[src/design/scic_pkg.sv]
// Shared types and codes for the switch control interlock.
package scic_pkg;

  // Request codes carried in req_type
  typedef enum logic [2:0] {
    REQ_POS      = 3'd0,
    REQ_OPEN_EN  = 3'd1,
    REQ_CLOSE_EN = 3'd2,
    REQ_LOCAL    = 3'd3,
    REQ_CHECK    = 3'd4,
    REQ_POLL     = 3'd5
  } req_e;

  // Double-point breaker position
  typedef enum logic [1:0] {
    POS_INTERMEDIATE = 2'd0,
    POS_OFF          = 2'd1,
    POS_ON           = 2'd2,
    POS_BAD          = 2'd3
  } pos_e;

  // Result codes
  typedef enum logic [2:0] {
    RC_NONE     = 3'd0,
    RC_ACCEPTED = 3'd1,
    RC_DENIED   = 3'd2,
    RC_OK       = 3'd3,
    RC_FAILED   = 3'd4,
    RC_WAITING  = 3'd5
  } rc_e;

  // Additional cause codes
  typedef enum logic [2:0] {
    AC_NONE      = 3'd0,
    AC_HIERARCHY = 3'd1,
    AC_INTERLOCK = 3'd2,
    AC_REACHED   = 3'd3,
    AC_INVALID   = 3'd4
  } cause_e;

  localparam int unsigned CountW = 16;
  localparam logic [CountW-1:0] PollLimitReset = 16'd1000;

  // One input word
  typedef struct packed {
    logic [2:0] req_type;
    pos_e       new_position;
    logic       flag_level;
    logic       want_closed;
  } req_t;

  // One result word
  typedef struct packed {
    rc_e        result_code;
    cause_e     add_cause;
    logic       open_drive;
    logic       close_drive;
    logic       pos_changed;
    pos_e       cur_position;
  } res_t;

endpackage

[src/design/scic_in_stage.sv]
// Input register stage: captures one request word per cycle unless stalled.
module scic_in_stage (
  input  logic          clk_i,
  input  logic          rst_ni,
  input  logic          in_valid_i,
  output logic          in_stall_o,
  input  scic_pkg::req_t in_req_i,
  output logic          req_valid_o,
  input  logic          req_stall_i,
  output scic_pkg::req_t req_o
);
  import scic_pkg::*;

  logic valid_q, valid_d;
  req_t req_q;
  logic accept;

  // Stall only when holding a word that cannot advance
  assign in_stall_o = valid_q & req_stall_i;
  assign accept     = in_valid_i & ~in_stall_o;
  assign valid_d    = in_stall_o ? 1'b1 : in_valid_i;

  // Track occupancy
  always_ff @(posedge clk_i or negedge rst_ni) begin
    if (!rst_ni) begin
      valid_q <= 1'b0;
    end else begin
      valid_q <= valid_d;
    end
  end

  // Load payload on accept
  always_ff @(posedge clk_i) begin
    if (accept) begin
      req_q <= in_req_i;
    end
  end

  assign req_valid_o = valid_q;
  assign req_o       = req_q;

endmodule

[src/design/scic_eval.sv]
// Interlock state and single-pass evaluation of one request word.
module scic_eval (
  input  logic                         clk_i,
  input  logic                         rst_ni,
  input  logic                         limit_we_i,
  input  logic [scic_pkg::CountW-1:0]  limit_i,
  input  logic                         adv_i,
  input  scic_pkg::req_t               req_i,
  output scic_pkg::res_t               res_o
);
  import scic_pkg::*;

  pos_e              pos_q, pos_d;
  logic              open_en_q, open_en_d;
  logic              close_en_q, close_en_d;
  logic              local_q, local_d;
  logic [CountW-1:0] cnt_q, cnt_d;
  logic              open_q, open_d;
  logic              close_q, close_d;
  logic [CountW-1:0] limit_q;

  logic [CountW-1:0] cnt_inc;
  logic              reached;
  rc_e               rc;
  cause_e            cause;
  logic              changed;

  assign cnt_inc = cnt_q + CountW'(1);
  assign reached = req_i.want_closed ? (pos_q == POS_ON) : (pos_q == POS_OFF);

  // Evaluate the request against the current state
  always_comb begin
    pos_d      = pos_q;
    open_en_d  = open_en_q;
    close_en_d = close_en_q;
    local_d    = local_q;
    cnt_d      = cnt_q;
    open_d     = open_q;
    close_d    = close_q;
    rc         = RC_NONE;
    cause      = AC_NONE;
    changed    = 1'b0;
    unique case (req_i.req_type)
      REQ_POS: begin
        changed = (req_i.new_position != pos_q);
        pos_d   = req_i.new_position;
      end
      REQ_OPEN_EN:  open_en_d  = req_i.flag_level;
      REQ_CLOSE_EN: close_en_d = req_i.flag_level;
      REQ_LOCAL:    local_d    = req_i.flag_level;
      REQ_CHECK: begin
        if (local_q) begin
          rc    = RC_DENIED;
          cause = AC_HIERARCHY;
        end else if (req_i.want_closed ? close_en_q : open_en_q) begin
          rc = RC_ACCEPTED;
        end else begin
          rc    = RC_DENIED;
          cause = AC_INTERLOCK;
        end
      end
      REQ_POLL: begin
        // Raise the command on the first poll of a move
        if (cnt_q == '0) begin
          if (req_i.want_closed) close_d = 1'b1;
          else                   open_d  = 1'b1;
        end
        if (reached) begin
          cnt_d = '0;
          if (pos_q == POS_ON) close_d = 1'b0;
          else                 open_d  = 1'b0;
          rc    = RC_OK;
          cause = AC_REACHED;
        end else if (pos_q == POS_BAD || cnt_inc >= limit_q) begin
          cnt_d   = '0;
          open_d  = 1'b0;
          close_d = 1'b0;
          rc      = RC_FAILED;
          cause   = AC_INVALID;
        end else begin
          cnt_d = cnt_inc;
          rc    = RC_WAITING;
        end
      end
      default: ;
    endcase
  end

  // Commit state when the word advances
  always_ff @(posedge clk_i or negedge rst_ni) begin
    if (!rst_ni) begin
      pos_q      <= POS_INTERMEDIATE;
      open_en_q  <= 1'b1;
      close_en_q <= 1'b1;
      local_q    <= 1'b0;
      cnt_q      <= '0;
      open_q     <= 1'b0;
      close_q    <= 1'b0;
    end else if (adv_i) begin
      pos_q      <= pos_d;
      open_en_q  <= open_en_d;
      close_en_q <= close_en_d;
      local_q    <= local_d;
      cnt_q      <= cnt_d;
      open_q     <= open_d;
      close_q    <= close_d;
    end
  end

  // Hold the poll limit register
  always_ff @(posedge clk_i or negedge rst_ni) begin
    if (!rst_ni) begin
      limit_q <= PollLimitReset;
    end else if (limit_we_i) begin
      limit_q <= limit_i;
    end
  end

  assign res_o.result_code  = rc;
  assign res_o.add_cause    = cause;
  assign res_o.open_drive   = open_d;
  assign res_o.close_drive  = close_d;
  assign res_o.pos_changed  = changed;
  assign res_o.cur_position = pos_d;

  // A failed poll drops both commands
  assert property (@(posedge clk_i) disable iff (!rst_ni)
    adv_i && res_o.result_code == RC_FAILED |=> !open_q && !close_q)
    else $error("commands still set after failed move");

  // Only polls touch the poll counter
  assert property (@(posedge clk_i) disable iff (!rst_ni)
    adv_i && req_i.req_type != REQ_POLL |=> $stable(cnt_q))
    else $error("poll counter moved on non-poll request");

  // Counter stays below the largest limit
  assert property (@(posedge clk_i) disable iff (!rst_ni)
    cnt_q != {CountW{1'b1}})
    else $error("poll counter reached all ones");

  // Position change flag only on position updates
  assert property (@(posedge clk_i) disable iff (!rst_ni)
    adv_i && req_i.req_type != REQ_POS |-> !res_o.pos_changed)
    else $error("position change flagged on other request");

endmodule

[src/design/scic_out_stage.sv]
// Result register stage: holds one result word until taken.
module scic_out_stage (
  input  logic           clk_i,
  input  logic           rst_ni,
  input  logic           res_valid_i,
  output logic           res_stall_o,
  input  scic_pkg::res_t res_i,
  output logic           out_valid_o,
  input  logic           out_stall_i,
  output scic_pkg::res_t out_res_o
);
  import scic_pkg::*;

  logic valid_q, valid_d;
  res_t res_q;

  // Stall upstream only while a held result is not taken
  assign res_stall_o = valid_q & out_stall_i;
  assign valid_d     = res_stall_o ? 1'b1 : res_valid_i;

  // Track occupancy
  always_ff @(posedge clk_i or negedge rst_ni) begin
    if (!rst_ni) begin
      valid_q <= 1'b0;
    end else begin
      valid_q <= valid_d;
    end
  end

  // Load a new result when free
  always_ff @(posedge clk_i) begin
    if (res_valid_i && !res_stall_o) begin
      res_q <= res_i;
    end
  end

  assign out_valid_o = valid_q;
  assign out_res_o   = res_q;

endmodule

[src/design/switch_control_interlock.sv]
// Top level of the switch control interlock.
//
// Usage: one request word enters on in_valid_i/in_stall_o with its fields
// (req_type_i, new_position_i, flag_level_i, want_closed_i) and is taken
// at an edge where in_valid_i is high and in_stall_o is low. Each word
// yields exactly one result word on out_valid_o/out_stall_i, taken where
// out_valid_o is high and out_stall_i is low.
// Flow: a taken word goes from the input register through the evaluation
// logic into the result register, where its result is offered.
// Throughput: one word per cycle while out_stall_i does not hold the result;
// the breaker state updates as the word moves into the result register.
// poll_limit_we_i/poll_limit_i write the poll limit; write it
// only while no word is in flight.
// Reset (rst_ni low, asynchronous): position intermediate, both enables
// set, local mode off, counter and commands cleared, poll limit 1000, both
// stages empty.
// Receiver stall: the result word holds; one more word may still enter the
// input register, after which in_stall_o rises until the result is taken.
module switch_control_interlock (
  input  logic        clk_i,
  input  logic        rst_ni,
  input  logic        poll_limit_we_i,
  input  logic [15:0] poll_limit_i,
  input  logic        in_valid_i,
  output logic        in_stall_o,
  input  logic [2:0]  req_type_i,
  input  logic [1:0]  new_position_i,
  input  logic        flag_level_i,
  input  logic        want_closed_i,
  output logic        out_valid_o,
  input  logic        out_stall_i,
  output logic [2:0]  result_code_o,
  output logic [2:0]  add_cause_o,
  output logic        open_drive_o,
  output logic        close_drive_o,
  output logic        pos_changed_o,
  output logic [1:0]  cur_position_o
);
  import scic_pkg::*;

  req_t in_req, req;
  res_t res, out_res;
  logic req_valid, res_stall, adv;

  assign in_req.req_type     = req_type_i;
  assign in_req.new_position = pos_e'(new_position_i);
  assign in_req.flag_level   = flag_level_i;
  assign in_req.want_closed  = want_closed_i;

  // Capture incoming words
  scic_in_stage u_in (
    .clk_i       (clk_i),
    .rst_ni      (rst_ni),
    .in_valid_i  (in_valid_i),
    .in_stall_o  (in_stall_o),
    .in_req_i    (in_req),
    .req_valid_o (req_valid),
    .req_stall_i (res_stall),
    .req_o       (req)
  );

  // Evaluate when the word moves into the result register
  assign adv = req_valid & ~res_stall;

  scic_eval u_eval (
    .clk_i      (clk_i),
    .rst_ni     (rst_ni),
    .limit_we_i (poll_limit_we_i),
    .limit_i    (poll_limit_i),
    .adv_i      (adv),
    .req_i      (req),
    .res_o      (res)
  );

  // Hold results for the receiver
  scic_out_stage u_out (
    .clk_i       (clk_i),
    .rst_ni      (rst_ni),
    .res_valid_i (req_valid),
    .res_stall_o (res_stall),
    .res_i       (res),
    .out_valid_o (out_valid_o),
    .out_stall_i (out_stall_i),
    .out_res_o   (out_res)
  );

  assign result_code_o  = out_res.result_code;
  assign add_cause_o    = out_res.add_cause;
  assign open_drive_o   = out_res.open_drive;
  assign close_drive_o  = out_res.close_drive;
  assign pos_changed_o  = out_res.pos_changed;
  assign cur_position_o = out_res.cur_position;

endmodule
[config.mk]
export PLATFORM = sky130hd
export DESIGN_NAME = switch_control_interlock
export DESIGN_NICKNAME = d
export VERILOG_FILES = /design/src/design/scic_pkg.sv /design/src/design/scic_in_stage.sv /design/src/design/scic_eval.sv /design/src/design/scic_out_stage.sv /design/src/design/switch_control_interlock.sv
export SDC_FILE = /design/constraint.sdc
export NUM_CORES = 1
export LEC_CHECK = 0
export ABC_CLOCK_PERIOD_IN_PS = 3800
export BUFFER_PORTS_ARGS = -buffer_cell sky130_fd_sc_hd__buf_2
export CAP_MARGIN = 30
export CORE_UTILIZATION = 40
export DETAILED_ROUTE_END_ITERATION = 10
export PLACE_DENSITY = 0.69
export SLEW_MARGIN = 30
export SYNTH_ARGS = -nofsm -noshare
export SYNTH_HDL_FRONTEND = slang
export SYNTH_SLANG_ARGS = --single-unit
export TNS_END_PERCENT = 1
[constraint.sdc]
create_clock -name clk_i -period 3.8 [get_ports clk_i]
set_input_delay 0.19 -clock clk_i [delete_from_list [all_inputs] [get_ports clk_i]]
set_output_delay 0.19 -clock clk_i [all_outputs]
set_load 0.1 [all_outputs]
==> reports/metrics.csv <==
metric,value,unit
status,finished clean,
drc,0,
grt_max_degree,42,
path_class,reg -> reg,
synthTopCellsByCount,"nand2_1, dfrtp_1, o21ai_0",
core,0.007687,mm2
synthTopCellsByArea,"dfrtp_1, edfxtp_1, ha_1, dfstp_2, o21ai_0",
syn_nets,355,
syn-cell-area,0.003157,mm2
syn_avg_cell_area,10.22,um2
synthArstFlopShare,69.49,%
cp_slowest_stage_delay,0.52,ns
n_antenna_cell,0,
antenna_found_initial,0,
synthAdderAreaFrac,7.134,%
finClkSkew,0.01364,ns
tns,0,ns
grt_pass1_vias,2447,
routed_wl,6505,um
crit_path_end_kind,flop,
p_leak,0.001685,uW
synth_top_cell_area_share,26.16,%
start_util,41.06,%
clk_latency,0.34,ns
rrSetupSlack,0.25,ns
die_x,90.84,um
cp_data_required_time,4.04,ns
ctsLongestPathBuffers,2,
wl_per_cell,14.20,um
peakVddDrop,0.1768,mV
die_y,90.84,um
clk_pin_slew,0.07,ns
ys.flop_type,dfrtp_1,
yosysTopAreaCell,dfrtp_1,
min_path_type,in -> reg,
grt_usage,17.55,%
worstMarginPinSlew,0.8737,ns
synth-edff-count,18,
yosys.area_share.simple,17.72,%
gp_congestion,0.8521,
rsz0062_at_grt,no,
grt_pass1_wl,11270,um
post-route-period-util,93.55,%
hold_viol_final,0,
cts_root_buf,clkbuf_8,
start_kind,flop,
crit_chain,ha_1 -> nand4_1 -> nor2_1 -> and4_1 -> xor2_1 -> ha_1 -> nand4_1 -> nor3_2 -> or4b_4 -> nand3_2 -> buf_4 -> o21ai_0 -> a22o_1,
vias,2349,
yosys_warnings,0,
crit_slowest_cell,or4b_4,
crit_arrival,3.79,ns
final_cells,458,
syn_inst,309,
powerDensity,528.1,mW/mm2
drv_cap,0,
gr-total-overflow,0,
synth_top_family_by_area,simple AND/OR/NAND/NOR gates,
place_inst,441,
synth-seq-cells,59,
drive_gt1_share,24.16,%
die_area,0.008251,mm2
hpwl,4699,um
nets,397,
ioPinCount,41,
crit_path_max_fanout,8,
drv_slew,0,
ant_nets,0,
synth-xor-area-share,4.439,%
synth_compound_area_share,12.92,%
setup_viol,0,
min_period,3.555,ns
ys_seq_area_share,49.94,%
synth.area.mux_share,3.528,%
ys_types,46,
clock_sinks,59,
cts_tree,yes,
slew_headroom,41.54,%
numPortBuffers,40,
drt-vias-per-instance,5.129,
numCtsBuffers,9,
clock.fmax,0.2813,GHz
yosysMostFrequentCell,nand2_1,
rows,32,
cts_max_level,3,
dr.pass1.iters,6,
synthToLayoutAreaGrowth,15.46,%
drtIter0Drc,99,
## worst paths after layout
path                             startpoint                 to  cells past startpoint
min in group asynchronous            rst_ni  u_eval.limit_q[2]                      2
max                         u_eval.cnt_q[0]   u_eval.cnt_q[11]                     13
max reg2reg                 u_eval.cnt_q[0]   u_eval.cnt_q[11]                     13
min reg2reg                u_in.req_valid_o  u_out.out_valid_o                      1
min                            flag_level_i      u_in.req_o[1]                      1
max in group asynchronous            rst_ni  u_eval.close_en_q                      2
## sequential cells by signal, indices dropped and copies added, names as in the netlist
register           flops
u_in.req_o             7
u_eval.limit_q        16
u_in.req_valid_o       1
u_eval.open_en_q       1
u_out.out_valid_o      1
u_eval.cnt_q          16
u_out.out_res_o       11
u_eval.local_q         1
u_eval.close_en_q      1
u_eval.pos_q           2
u_eval.open_q          1
u_eval.close_q         1
## cells by family after synthesis
kind of cell               Yosys count
xor gates and xnor gates            16
AOI/OAI and AO/OA                   63
adders and majority gates           18
DFF                                 59
buffers and inverters               34
and+or+nand+nor                    109
muxes                               10
## power by group
group / switching [uW] / internal (uW) / total (uW)
registers: 76.0 / 763 / 840
logic: 405 / 203 / 607
clock network: 245 / 233 / 478
## critical path, delay by kind of cell, from the launching register on
| family | cells | cell delay [ns] |
|---|---|---|
| compound gates | 2 | 0.33 |
| xor+xnor | 1 | 0.10 |
| fa+ha+maj | 2 | 0.55 |
| buf+inv | 1 | 0.18 |
| flops | 1 | 0.41 |
| simple gates | 7 | 1.89 |
## timing repair
item,CTS,global route
endpoints found under the setup margin,0,13
endpoints found under the hold margin,0,33
gates resized for setup,0,4
buffers inserted,0,0
hold buffers,0,1
## final cells by class
cell class / instances / area [um2]
clock buffers: 11 / 131.4
clock inverters: 5 / 30.03
fillers: 729 / 4043
inverters: 21 / 78.83
multi-input cells: 216 / 1465
flip-flops and latches: 59 / 1577
well taps: 102 / 127.6
repair buffers: 44 / 235.2
## cells in the final DEF, fill, tap and decap left out, drive strengths merged, types with 7 or more instances in the layout
cell type	n
a22o	9
buf	43
clkbuf	11
dfrtp	33
dfstp	8
edfxtp	18
ha	18
inv	21
mux2	9
nand2	38
nand3	12
nor2	16
o21ai	33
xnor2	7
xor2	9
## per-stage QoR
step	hold slack, ns	total power, uW	util, %	instance area, um2	worst slack (ns)
after global placement	0.3670	1428	44.87	3450	0.3443
after detailed placement	0.3681	1444	44.87	3450	0.1135
final	0.01979	1925	47.41	3645	0.2452
after CTS	0.004562	1934	46.97	3611	0.07259
after floorplan	-0.1056	1305	-	3157	0.3611
after global routing	0.001053	2034	47.41	3645	0.02821
## per-layer routing
layer | vias to the layer above | track usage (%) | part of all wire (%)
li1 | 1172 | - | -
met1 | 1110 | 20.61 | 43
met2 | 49 | 29.17 | 49
met3 | 18 | 5.303 | 4.9
met4 | 0 | 8.598 | 2.8
met5 | - | 0 | 0
(Power assumes the default switching activity.)
